### config.mk
export PLATFORM = sky130hd
export DESIGN_NAME = hop_channel_table_generator_flat
export DESIGN_NICKNAME = d
export VERILOG_FILES = /design/src/hctg_pkg.sv /design/src/hctg_if.sv /design/src/hop_channel_table_generator.sv /design/src/hctg_datapath.sv /design/src/hctg_ctrl.sv /design/src/flat_wrapper.sv
export SDC_FILE = /design/constraint.sdc
export NUM_CORES = 1
export LEC_CHECK = 0
export BUFFER_PORTS_ARGS = -buffer_cell sky130_fd_sc_hd__clkbuf_2
export CAP_MARGIN = 20
export CORE_ASPECT_RATIO = 1.4
export CORE_MARGIN = 1.5
export CORE_UTILIZATION = 57
export DETAILED_ROUTE_END_ITERATION = 8
export GPL_TIMING_DRIVEN = 0
export PLACE_DENSITY = 0.76
export SYNTH_ARGS = -nofsm -noshare
export SYNTH_HDL_FRONTEND = slang
export SYNTH_SLANG_ARGS = --single-unit
### constraint.sdc
create_clock -name i_clk -period 9.25 [get_ports i_clk]
set_input_delay 1.3875 -clock i_clk [delete_from_list [all_inputs] [get_ports i_clk]]
set_output_delay 1.3875 -clock i_clk [all_outputs]
set_load 0.005 [all_outputs]
### src/hctg_pkg.sv
// hctg_pkg: shared constants, types and command/status bundles of the hop table generator
// no dependencies; compiled first
`timescale 1ns / 1ps

package hctg_pkg;

    // table length and index widths
    localparam int NUM_CHANNELS = 16;
    localparam int SLOT_W       = (NUM_CHANNELS > 1) ? $clog2(NUM_CHANNELS) : 1;
    localparam int MAX_OUT      = 16;

    // field widths
    localparam int SEED_W       = 32;
    localparam int ADDR_W       = 8;
    localparam int SLOT_OUT_W   = 4;
    localparam int CHAN_W       = 8;

    // generator and channel constants
    localparam logic [SEED_W-1:0] LCG_MUL    = 32'h0019_660D;
    localparam logic [SEED_W-1:0] LCG_ADD    = 32'h3C6E_F35F;
    localparam int                BAND_WIDTH = 41;
    localparam int                MIN_GAP    = 5;

    // remainder unit: one byte of the shifted state per step
    localparam int REM_W       = $clog2(BAND_WIDTH);
    localparam int MOD_DIGIT_W = 8;
    localparam int MOD_STEPS   = SEED_W / MOD_DIGIT_W;
    localparam int MOD_CNT_W   = (MOD_STEPS > 1) ? $clog2(MOD_STEPS) : 1;

    typedef logic [SLOT_W-1:0] t_slot;
    typedef logic [CHAN_W-1:0] t_chan;

    typedef struct packed {
        logic load_seed;
        logic lcg_step;
        logic mod_load;
        logic mod_step;
        logic cand_load;
        logic probe_inc;
        logic entry_write;
        logic out_load;
        logic slot_next;
    } t_dp_cmd;

    typedef struct packed {
        logic mod_done;
        logic slot_zero;
        logic slot_last;
        logic slot_out;
        logic probe_last;
        logic close;
        logic out_busy;
    } t_dp_status;

endpackage

### src/hctg_if.sv
// hctg_in_if / hctg_out_if: valid-ready channels for start items and table entries
// depends on hctg_pkg
`timescale 1ns / 1ps

interface hctg_in_if import hctg_pkg::*; ();
    logic              valid;
    logic              ready;
    logic [SEED_W-1:0] seed;
    logic [ADDR_W-1:0] address_byte;

    modport source (output valid, output seed, output address_byte, input ready);
    modport sink   (input valid, input seed, input address_byte, output ready);
endinterface

interface hctg_out_if import hctg_pkg::*; ();
    logic                  valid;
    logic                  ready;
    logic [SLOT_OUT_W-1:0] slot_index;
    logic [CHAN_W-1:0]     channel;
    logic                  last;

    modport source (output valid, output slot_index, output channel, output last, input ready);
    modport sink   (input valid, input slot_index, input channel, input last, output ready);
endinterface

### src/hop_channel_table_generator.sv
// hop_channel_table_generator: top level, joins the sequencer and the datapath to the channels
// depends on hctg_pkg, hctg_if, hctg_ctrl, hctg_datapath
`timescale 1ns / 1ps

// one start transfer (seed, address byte) builds a table of NUM_CHANNELS hop channels and sends
// them out in slot order, one output transfer per slot, with last set on the final slot (only
// the first sixteen slots are sent). each draw runs one generator step, one shift, the
// byte-wide remainder-by-41 unit one byte per step, and then forms the channel; the candidate
// of slot k is compared against the k earlier entries at one entry per cycle, and a draw that
// lands too close is thrown away and repeated. an accepted slot is stored and sent; a held-off
// output stalls this store and send. the next start transfer is taken once the last slot has
// been handed to the output register. the table store has no reset: only entries written for
// the current seed are ever compared

module hop_channel_table_generator import hctg_pkg::*; (
    input  logic            i_clk,
    input  logic            i_rst_n,
    hctg_in_if.sink         i_in,
    hctg_out_if.source      o_out
);

    t_dp_cmd    cmd;
    t_dp_status status;

    // sequencer: one slot at a time, retries on a close candidate
    hctg_ctrl u_ctrl (
        .i_clk      (i_clk),
        .i_rst_n    (i_rst_n),
        .i_in_valid (i_in.valid),
        .o_in_ready (i_in.ready),
        .i_status   (status),
        .o_cmd      (cmd)
    );

    // datapath: generator, remainder unit, table, probe compare, output register
    hctg_datapath u_datapath (
        .i_clk          (i_clk),
        .i_rst_n        (i_rst_n),
        .i_seed         (i_in.seed),
        .i_address_byte (i_in.address_byte),
        .i_cmd          (cmd),
        .o_status       (status),
        .o_out_valid    (o_out.valid),
        .i_out_ready    (o_out.ready),
        .o_slot_index   (o_out.slot_index),
        .o_channel      (o_out.channel),
        .o_last         (o_out.last)
    );

endmodule

### src/hctg_datapath.sv
// hctg_datapath: generator state, remainder unit, channel table, probe and output register
// depends on hctg_pkg; driven by hctg_ctrl
`timescale 1ns / 1ps

module hctg_datapath import hctg_pkg::*; (
    input  logic                  i_clk,
    input  logic                  i_rst_n,
    input  logic [SEED_W-1:0]     i_seed,
    input  logic [ADDR_W-1:0]     i_address_byte,
    input  t_dp_cmd               i_cmd,
    output t_dp_status            o_status,
    output logic                  o_out_valid,
    input  logic                  i_out_ready,
    output logic [SLOT_OUT_W-1:0] o_slot_index,
    output logic [CHAN_W-1:0]     o_channel,
    output logic                  o_last
);

    localparam t_chan BAND_W_C  = CHAN_W'(BAND_WIDTH);
    localparam t_chan MIN_GAP_C = CHAN_W'(MIN_GAP);
    localparam t_slot SLOT_MAX  = SLOT_W'(NUM_CHANNELS - 1);

    // one byte of restoring remainder by the band width
    function automatic logic [REM_W-1:0] rem_fold(input logic [REM_W-1:0] rem,
                                                  input logic [MOD_DIGIT_W-1:0] digit);
        logic [REM_W:0]   t;
        logic [REM_W-1:0] r;
        r = rem;
        for (int i = MOD_DIGIT_W - 1; i >= 0; i--) begin
            t = {r, digit[i]};
            if (t >= (REM_W+1)'(BAND_WIDTH)) begin
                t = t - (REM_W+1)'(BAND_WIDTH);
            end
            r = t[REM_W-1:0];
        end
        return r;
    endfunction

    // band rotation: low bits of (k<<1 | k>>1&1) plus address
    function automatic logic [1:0] band_of(input t_slot k, input logic [1:0] addr);
        logic [SLOT_W+1:0] kx;
        kx = {2'b00, k};
        return {kx[0], kx[1]} + addr;
    endfunction

    logic [SEED_W-1:0]    r_gen;
    logic [1:0]           r_addr;
    t_slot                r_k;
    t_slot                r_probe;
    logic [SEED_W-1:0]    r_x;
    logic [REM_W-1:0]     r_rem;
    logic [MOD_CNT_W-1:0] r_mod_cnt;
    t_chan                r_cand;
    t_chan                r_table [NUM_CHANNELS];
    t_chan                r_prev;
    logic                 r_out_valid;
    logic [SLOT_OUT_W-1:0] r_out_slot;
    t_chan                r_out_chan;
    logic                 r_out_last;

    t_chan                gap;
    t_chan                n_cand;

    // generator and slot counter
    always_ff @(posedge i_clk) begin
        if (!i_rst_n) begin
            r_k <= '0;
        end else if (i_cmd.load_seed) begin
            r_k <= '0;
        end else if (i_cmd.slot_next) begin
            r_k <= r_k + 1'b1;
        end
    end

    always_ff @(posedge i_clk) begin
        if (i_cmd.load_seed) begin
            r_gen  <= i_seed;
            r_addr <= i_address_byte[1:0];
        end else if (i_cmd.lcg_step) begin
            r_gen <= r_gen * LCG_MUL + LCG_ADD;
        end
    end

    // remainder unit
    always_ff @(posedge i_clk) begin
        if (i_cmd.mod_load) begin
            r_x       <= r_gen >> r_k;
            r_rem     <= '0;
            r_mod_cnt <= '0;
        end else if (i_cmd.mod_step) begin
            r_x       <= r_x << MOD_DIGIT_W;
            r_rem     <= rem_fold(r_rem, r_x[SEED_W-1 -: MOD_DIGIT_W]);
            r_mod_cnt <= r_mod_cnt + 1'b1;
        end
    end

    assign n_cand = CHAN_W'(band_of(r_k, r_addr)) * BAND_W_C + CHAN_W'(1) + CHAN_W'(r_rem);

    always_ff @(posedge i_clk) begin
        if (i_cmd.cand_load) begin
            r_cand <= n_cand;
        end
    end

    always_ff @(posedge i_clk) begin
        if (i_cmd.cand_load) begin
            r_probe <= '0;
        end else if (i_cmd.probe_inc) begin
            r_probe <= r_probe + 1'b1;
        end
    end

    // channel table
    always_ff @(posedge i_clk) begin
        if (i_cmd.entry_write) begin
            r_table[r_k] <= r_cand;
        end
    end

    // registered read that follows the probe pointer
    always_ff @(posedge i_clk) begin
        if (i_cmd.cand_load) begin
            r_prev <= r_table[SLOT_W'(0)];
        end else if (i_cmd.probe_inc) begin
            r_prev <= r_table[r_probe + 1'b1];
        end
    end

    assign gap = (r_cand > r_prev) ? (r_cand - r_prev) : (r_prev - r_cand);

    // output register
    always_ff @(posedge i_clk) begin
        if (!i_rst_n) begin
            r_out_valid <= 1'b0;
        end else if (i_cmd.out_load) begin
            r_out_valid <= 1'b1;
        end else if (i_out_ready) begin
            r_out_valid <= 1'b0;
        end
    end

    always_ff @(posedge i_clk) begin
        if (i_cmd.out_load) begin
            r_out_slot <= SLOT_OUT_W'(r_k);
            r_out_chan <= r_cand;
            r_out_last <= (r_k == SLOT_MAX);
        end
    end

    assign o_status.mod_done   = (r_mod_cnt == MOD_CNT_W'(MOD_STEPS - 1));
    assign o_status.slot_zero  = (r_k == '0);
    assign o_status.slot_last  = (r_k == SLOT_MAX);
    assign o_status.slot_out   = (int'(r_k) < MAX_OUT);
    assign o_status.probe_last = (({1'b0, r_probe} + 1'b1) == {1'b0, r_k});
    assign o_status.close      = (gap < MIN_GAP_C);
    assign o_status.out_busy   = r_out_valid && !i_out_ready;

    assign o_out_valid  = r_out_valid;
    assign o_slot_index = r_out_slot;
    assign o_channel    = r_out_chan;
    assign o_last       = r_out_last;

    // a pending entry is never overwritten
    a_no_overwrite: assert property (@(posedge i_clk) disable iff (!i_rst_n)
        i_cmd.out_load |-> !(r_out_valid && !i_out_ready))
        else $error("output entry overwritten before transfer");

    // emitted channels stay inside the four bands
    a_chan_range: assert property (@(posedge i_clk) disable iff (!i_rst_n)
        $rose(r_out_valid) |-> (r_out_chan >= CHAN_W'(1) &&
                                r_out_chan <= CHAN_W'(4 * BAND_WIDTH)))
        else $error("channel out of range");

    // probing never runs past the entries already filled
    a_probe_bound: assert property (@(posedge i_clk) disable iff (!i_rst_n)
        i_cmd.probe_inc |-> (({1'b0, r_probe} + 1'b1) < {1'b0, r_k}))
        else $error("probe beyond filled entries");

endmodule

### src/hctg_ctrl.sv
// hctg_ctrl: sequencer for draw, remainder, probe and emit of each table slot
// depends on hctg_pkg; commands hctg_datapath
`timescale 1ns / 1ps

module hctg_ctrl import hctg_pkg::*; (
    input  logic       i_clk,
    input  logic       i_rst_n,
    input  logic       i_in_valid,
    output logic       o_in_ready,
    input  t_dp_status i_status,
    output t_dp_cmd    o_cmd
);

    typedef enum logic [6:0] {
        S_IDLE  = 7'b000_0001,
        S_LCG   = 7'b000_0010,
        S_SHIFT = 7'b000_0100,
        S_MOD   = 7'b000_1000,
        S_CAND  = 7'b001_0000,
        S_PROBE = 7'b010_0000,
        S_EMIT  = 7'b100_0000
    } t_state;

    t_state r_state;
    t_state n_state;

    always_ff @(posedge i_clk) begin
        if (!i_rst_n) begin
            r_state <= S_IDLE;
        end else begin
            r_state <= n_state;
        end
    end

    always_comb begin
        n_state    = r_state;
        o_cmd      = '0;
        o_in_ready = 1'b0;
        unique case (r_state)
            S_IDLE: begin
                o_in_ready = 1'b1;
                if (i_in_valid) begin
                    o_cmd.load_seed = 1'b1;
                    n_state         = S_LCG;
                end
            end
            S_LCG: begin
                o_cmd.lcg_step = 1'b1;
                n_state        = S_SHIFT;
            end
            S_SHIFT: begin
                o_cmd.mod_load = 1'b1;
                n_state        = S_MOD;
            end
            S_MOD: begin
                o_cmd.mod_step = 1'b1;
                if (i_status.mod_done) begin
                    n_state = S_CAND;
                end
            end
            S_CAND: begin
                o_cmd.cand_load = 1'b1;
                n_state         = i_status.slot_zero ? S_EMIT : S_PROBE;
            end
            S_PROBE: begin
                if (i_status.close) begin
                    n_state = S_LCG;
                end else if (i_status.probe_last) begin
                    n_state = S_EMIT;
                end else begin
                    o_cmd.probe_inc = 1'b1;
                end
            end
            S_EMIT: begin
                if (!(i_status.slot_out && i_status.out_busy)) begin
                    o_cmd.entry_write = 1'b1;
                    o_cmd.out_load    = i_status.slot_out;
                    if (i_status.slot_last) begin
                        n_state = S_IDLE;
                    end else begin
                        o_cmd.slot_next = 1'b1;
                        n_state         = S_LCG;
                    end
                end
            end
            default: begin
                n_state = S_IDLE;
            end
        endcase
    end

    // a start transfer always begins with a generator step
    a_start_draw: assert property (@(posedge i_clk) disable iff (!i_rst_n)
        (i_in_valid && o_in_ready) |=> (r_state == S_LCG))
        else $error("start transfer did not begin a draw");

    // a candidate is formed only after the last remainder step
    a_cand_after_mod: assert property (@(posedge i_clk) disable iff (!i_rst_n)
        o_cmd.cand_load |-> ($past(o_cmd.mod_step) && $past(i_status.mod_done)))
        else $error("candidate formed before remainder finished");

endmodule

### src/flat_wrapper.sv
// flat-port wrapper written by rule: the top's interface ports become plain ports
module hop_channel_table_generator_flat import hctg_pkg::*;
  (i_clk, i_rst_n, i_in_valid, i_in_seed, i_in_address_byte, i_in_ready, o_out_valid, o_out_slot_index, o_out_channel, o_out_last, o_out_ready);
  hctg_in_if i_in_i ();
  hctg_out_if o_out_i ();
  input  logic i_clk;
  input  logic i_rst_n;
  input wire logic [$bits(i_in_i.valid)-1:0] i_in_valid;
  input wire logic [$bits(i_in_i.seed)-1:0] i_in_seed;
  input wire logic [$bits(i_in_i.address_byte)-1:0] i_in_address_byte;
  output wire logic [$bits(i_in_i.ready)-1:0] i_in_ready;
  output wire logic [$bits(o_out_i.valid)-1:0] o_out_valid;
  output wire logic [$bits(o_out_i.slot_index)-1:0] o_out_slot_index;
  output wire logic [$bits(o_out_i.channel)-1:0] o_out_channel;
  output wire logic [$bits(o_out_i.last)-1:0] o_out_last;
  input wire logic [$bits(o_out_i.ready)-1:0] o_out_ready;
  assign i_in_i.valid = i_in_valid;
  assign i_in_i.seed = i_in_seed;
  assign i_in_i.address_byte = i_in_address_byte;
  assign i_in_ready = i_in_i.ready;
  assign o_out_valid = o_out_i.valid;
  assign o_out_slot_index = o_out_i.slot_index;
  assign o_out_channel = o_out_i.channel;
  assign o_out_last = o_out_i.last;
  assign o_out_i.ready = o_out_ready;
  hop_channel_table_generator u_core (.i_clk(i_clk), .i_rst_n(i_rst_n), .i_in(i_in_i), .o_out(o_out_i));
endmodule
After elaboration in Yosys (flattened, before gate mapping)
Memory sizes are Yosys's and may differ from the RTL's.
Cells that the tools add are included.
- register bits after elaboration: 119
- memory bits (writable): 128
- input bits: 44
- output and inout port bits: 15
- logic and storage cells: 124
- memories: 1
- memory list (name ; depth ; bits a word ; rd ports ; clocked after memory_dff ; wr ports ; line ; source):
    u_core.u_datapath.r_table ; 16 ; 8 ; 2 ; 0 ; 1 ; hctg_datapath.sv:54 ; t_chan r_table [NUM_CHANNELS];
- $add $sub $neg: 18
- multiply operators: 2
- order comparisons: 10
- equal/unequal tests: 14
- shifts and indexed selects: 1
- multiplexer cells: 54
- bitwise logic cells: 1
- reductions and logical operators: 9
- operators by type and width (kind ; count):
    $mux 6 ; 22
    $mux 32 ; 4
    $ge 7x6->1 const B ; 8
    $pmux 7 s7 ; 1
    $sub 6x6->6 const B ; 8
    $mux 7 ; 6
    $add 32x30->32 const B ; 1
    $mul 32x21->32 const B ; 1
    $shr 32x4->32 ; 1
    $mux 8 ; 3
    $sub 8x8->8 ; 2
    $mux 1 ; 15
    $add 4x1->4 const B ; 2
    $add 8x1->8 const B ; 1
    $add 8x6->8 ; 1
    $gt 8x8->1 ; 1
    $lt 8x3->1 const B ; 1
    $mul 2x6->8 const B ; 1
    $reduce_bool 2->1 ; 4
    $eq 7x1->1 const B ; 1
    $eq 7x2->1 const B ; 1
    $eq 7x3->1 const B ; 1
    $eq 7x4->1 const B ; 1
    $eq 7x5->1 const B ; 1
    other kinds (19) ; 21

Depth between registers and ports, before layout
- word-level depth: 30
- mapped depth: 43
- gate-level depth less buffers: 39

By module
From an unflattened synthesis, not the netlist that was laid out.
- cell total of the unflattened synthesis: 1809
- area, all modules: 20797.4 µm²
- by module, submodules not included (module ; instances ; cells an instance ; area each (µm²) ; seq. area each (µm²)):
    hctg_datapath ; 1 ; 1739 ; 20256.9 ; 7036.7
    hctg_ctrl ; 1 ; 70 ; 540.5 ; 140.1

Worst setup path after synthesis
No wires, ideal clock.
- path type: reg-to-reg
- start: register u_core.u_datapath.r_rem[0]
- end: register u_core.u_datapath.r_rem[1]
- library setup time: 0.120 ns
- arrival time: 9.306 ns
- slack: -0.176 ns
- stages on the path, launching flop included: 43
- buffers on the path: 3
- cell sequence: dfxtp_1 > buf_6 > inv_1 > ha_1 > or4_4 > a31oi_4 > xnor2_1 > ha_1 > and3b_1 > mux2_2 > o41ai_1 > buf_2 > and3_4 > a311oi_4 > maj3_4 > or4_4 > a32oi_4 > o211ai_1 > [7 not listed] > a311oi_4 > nor2_1 > xnor2_1 > ha_1 > nor3_1 > maj3_1 > o21ai_0 > nor2_1 > o221ai_2 > and3_1 > buf_6 > xnor2_1 > ha_1 > nand3b_1 > mux2i_4 > o2111ai_4 > mux2_4 > a211o_1
- word-level cells in the longest chain between the ends: 30
- ends and longest elaborated chain (what ; line ; source):
    start, declared ; hctg_datapath.sv:51 ; logic [REM_W-1:0] r_rem;
    start signal, assigned ; hctg_datapath.sv:92 ; r_rem <= rem_fold(r_rem, r_x[SEED_W-1 -: MOD_DIGIT_W]);
    $sub 6x6->6 / $ge 7x6->1 (equally long branches) ; hctg_datapath.sv:32, hctg_datapath.sv:31 ;
    $mux 6 * ; hctg_datapath.sv:31 ; if (t >= (REM_W+1)'(BAND_WIDTH)) begin
    $mux 6 * ; hctg_datapath.sv:90 ; end else if (i_cmd.mod_step) begin
    $mux 6 * ; hctg_datapath.sv:86 ; if (i_cmd.mod_load) begin
    $sub 6x6->6 / $ge 7x6->1 (equally long branches) ; hctg_datapath.sv:32, hctg_datapath.sv:31 ;
    $mux 6 * ; hctg_datapath.sv:31 ;
    $mux 6 * ; hctg_datapath.sv:90 ;
    $mux 6 * ; hctg_datapath.sv:86 ;
    [14 not listed] ; n/a ;
    $mux 6 * ; hctg_datapath.sv:90 ;
    $mux 6 * ; hctg_datapath.sv:86 ;
    $ge 7x6->1 / $sub 6x6->6 (equally long branches) ; hctg_datapath.sv:31, hctg_datapath.sv:32 ;
    $mux 6 * ; hctg_datapath.sv:31 ;
    $mux 6 * ; hctg_datapath.sv:90 ;
    $mux 6 * ; hctg_datapath.sv:86 ;
    $sub 6x6->6 / $ge 7x6->1 (equally long branches) ; hctg_datapath.sv:32, hctg_datapath.sv:31 ;
    $mux 6 * ; hctg_datapath.sv:31 ;
Every way passes the cells marked *; elsewhere a longest branch is shown, timed or not. The select of a mux whose other input is x is not followed.
A chain may end at the register's enable or synchronous reset.

Final worst setup path
Same ends and word-level chain as after synthesis.

==> flow_metrics.env <==
export IMPL_stdcell_area_um2=23090
export IMPL_cpMaxStageDelayCell="or4_4"
export IMPL_setup_viol=0
export IMPL_synth_edff_count=223
export IMPL_route_detailed_drc=0
export IMPL_worstPathMaxFanout=9
export IMPL_io_pins=59
export IMPL_cts_sinks=247
export IMPL_initial_utilization_pct=58.17
export IMPL_antenna_found_initial=0
export IMPL_layout_common_cells="245 x inv_1, 223 x edfxtp_1, 195 x ha_1"
export IMPL_rsz0062_at_grt="yes"
export IMPL_crit_type="reg2reg"
export IMPL_yosys_top_cells_area="edfxtp_1 32%, fa_1 14%, ha_1 12%"
export IMPL_crit_top_cell="ha_2"
export IMPL_dp_hpwl_um=40770
export IMPL_skew_ns=0.01760
export IMPL_clock_path_buffers=3
export IMPL_die_w_um=164.8
export IMPL_final_common_cell="inv_1"
export IMPL_avgSynthCellArea_um2=11.03
export IMPL_critPathArrivalTime_ns=9.63
export IMPL_worstMarginPinSlew_ns=0.9614
export IMPL_synthCells=1893
export IMPL_drive_gt1_share_pct=14.19
export IMPL_setup_tns_ns=0
export IMPL_antenna_left=0
export IMPL_setup_worst_path_start_class="flop"
export IMPL_syn_nets=2279
export IMPL_report_final_slew_viol_count=0
export IMPL_grt_pass1_wl_um=82630
export IMPL_track_usage_pct=28.62
export IMPL_clk_latency_ns=0.56
export IMPL_fill_cells=2756
export IMPL_syn2layout_area_growth_pct=10.57
export IMPL_holdCritPathClass="reg2reg"
export IMPL_ys_ff_latch=247
export IMPL_place_congestion=0.9947
export IMPL_n_antenna_cell=0
export IMPL_cts_root_buffer="clkbuf_16"
export IMPL_post_synth_top_area_fraction_pct=32.06
export IMPL_wire_per_inst_um=21.17
export IMPL_crit_path_end_kind="flop"
export IMPL_io_buffers=52
export IMPL_fin_crit_ns=9.190
export IMPL_drt_iter0_markers=1064
export IMPL_rows=82
export IMPL_ctsHoldBuffers=0
export IMPL_yosysTopAreaCell="edfxtp_1"
export IMPL_period_share_pct=99.36
export IMPL_die_h_um=229.5
export IMPL_status="complete, no violations"
export IMPL_critPathTopFamily="simple AND/OR/NAND/NOR gates"
export IMPL_first_global_vias=15610
export IMPL_crit_buf_inv=6
export IMPL_placed_area_um2=21810
export IMPL_async_flop_share_pct=0
export IMPL_num_vias=15130
export IMPL_cts_buffers_inserted=25
export IMPL_maxCapViolCount=0
export IMPL_crit_path_max_incr_delay_ns=0.56
export IMPL_fmax_ghz=0.1088
export IMPL_overflow=0
export IMPL_finalWirelength_um=52750
export IMPL_slew_headroom_pct=35.67
export IMPL_via_per_inst=6.072
export IMPL_die_area_um2=37820
export IMPL_ys_warnings_count=0
export IMPL_final_nets=2397
export IMPL_core_um2=35910
export IMPL_cp_required_ns=9.69
export IMPL_synth_cell_types=103
export IMPL_cts_tree="done"
export IMPL_grt_max_degree=33
export IMPL_drt_pass1_iterations=5
export IMPL_clkTransAtPathRegs_ns=0.06
export IMPL_synth_ff_type="edfxtp_1"
export IMPL_hold_viol_final=0
export IMPL_synth_seq_area_share_pct=34.36
export IMPL_synth_area_um2=20890
export IMPL_h_tree_depth=1
==> flip-flops by register name (all words and copies together), names as in the netlist, 2 cells and up <==
register	cells
u_core.u_datapath.r_addr	2
u_core.u_datapath.r_x	32
u_core.u_datapath.o_channel	8
u_core.u_datapath.r_rem	6
u_core.u_datapath.r_cand	8
u_core.u_datapath.r_k	4
u_core.u_datapath.r_gen	32
u_core.u_ctrl.r_state	7
u_core.u_datapath.r_prev	8
u_core.u_datapath.r_probe	4
u_core.u_datapath.r_table	128
u_core.u_datapath.r_mod_cnt	2
u_core.u_datapath.o_slot_index	4
==> timing repair <==
item                                    4_1_cts  5_1_grt
endpoints found under the setup margin        6        5
setup buffers                                18       17
resized for setup                            20       22
pin swaps                                    15       24
==> layout make-up <==
| class | count | area (um2) | share of cell area, % |
|---|---|---|---|
| clock buffer | 31 | 679.4 | 2.942 |
| tap | 462 | 578.1 | 2.503 |
| timing repair buffer | 92 | 594.3 | 2.573 |
| multi-input combinational | 1333 | 12700 | 55.01 |
| clock inverter | 15 | 153.9 | 0.6664 |
| inverter | 249 | 934.6 | 4.047 |
| sequential | 247 | 7178 | 31.08 |
| buffer | 63 | 271.5 | 1.176 |
==> metal layers <==
layer	routed length (um)	GRT usage, %	up-vias
met3	2118	2.390	134
met5	0	0	-
met1	19510	32.91	7498
li1	-	-	6985
met2	28710	53.62	515
met4	2406	11.91	0
==> final timing paths <==
path                                                 start  depth (start not counted)                                 to  slack (ns)
worst max-delay path            u_core.u_datapath.r_rem[0]                         41         u_core.u_datapath.r_rem[1]        0.06
worst min-delay path              u_core.u_datapath.r_k[2]                          0  u_core.u_datapath.o_slot_index[2]        0.48
worst max register to register  u_core.u_datapath.r_rem[0]                         41         u_core.u_datapath.r_rem[1]        0.06
worst min register to register    u_core.u_datapath.r_k[2]                          0  u_core.u_datapath.o_slot_index[2]        0.48
==> synth_stat cells (6+ instances only) <==
| cell type | n |
|---|---|
| inv_1 | 246 |
| edfxtp_1 | 223 |
| ha_1 | 200 |
| nand2_1 | 159 |
| fa_1 | 142 |
| nor2_1 | 136 |
| o21ai_0 | 86 |
| a21oi_1 | 82 |
| mux4_2 | 55 |
| xnor2_1 | 52 |
| clkbuf_1 | 47 |
| mux2i_1 | 36 |
| nand3_1 | 28 |
| nor3_1 | 27 |
| a211oi_1 | 24 |
| dfxtp_1 | 24 |
| xor2_1 | 21 |
| o31ai_1 | 18 |
| a21o_1 | 17 |
| mux2_2 | 16 |
| a21boi_0 | 13 |
| o211ai_1 | 13 |
| or2_2 | 12 |
| o21a_1 | 11 |
| nand2b_1 | 10 |
| nor2b_1 | 10 |
| and2_1 | 9 |
| and3_1 | 9 |
| nand3b_1 | 9 |
| or3_1 | 9 |
| buf_1 | 7 |
| nand4_1 | 7 |
| a31oi_1 | 6 |
| nor4_1 | 6 |
==> kinds of logic (layout without fill, tap and decap cells) <==
family / after synthesis / in the layout / synth area share [%]
AND/OR/NAND/NOR: 450 / 450 / 10.03
AO/OA/AOI/OAI: 349 / 349 / 11.73
adder cells (fa/ha/maj): 346 / 346 / 25.81
buffers and inverters: 313 / 450 / 5.798
flip-flops: 247 / 247 / 34.36
multiplexers: 111 / 111 / 8.877
XOR/XNOR: 77 / 77 / 3.402
==> metrics by stage <==
| step | util [%] | setup WS [ns] | hold slack (ns) | instances |
|---|---|---|---|---|
| 2_1_floorplan | - | 0.02786 | 0.4064 | 1893 |
| 3_3_place_gp | 60.55 | -1.101 | 0.4600 | 2407 |
| 5_1_grt | 64.31 | -0.2844 | 0.4839 | 2492 |
| 3_5_place_dp | 60.73 | -1.233 | 0.4653 | 2412 |
| 6_report | 64.31 | 0.05957 | 0.4837 | 2492 |
| 4_1_cts | 63.71 | 0.009914 | 0.4773 | 2476 |
Power is left out: the tool's default activity adds up to more than one toggle a clock period on the data nets, which glitch-free logic cannot reach.
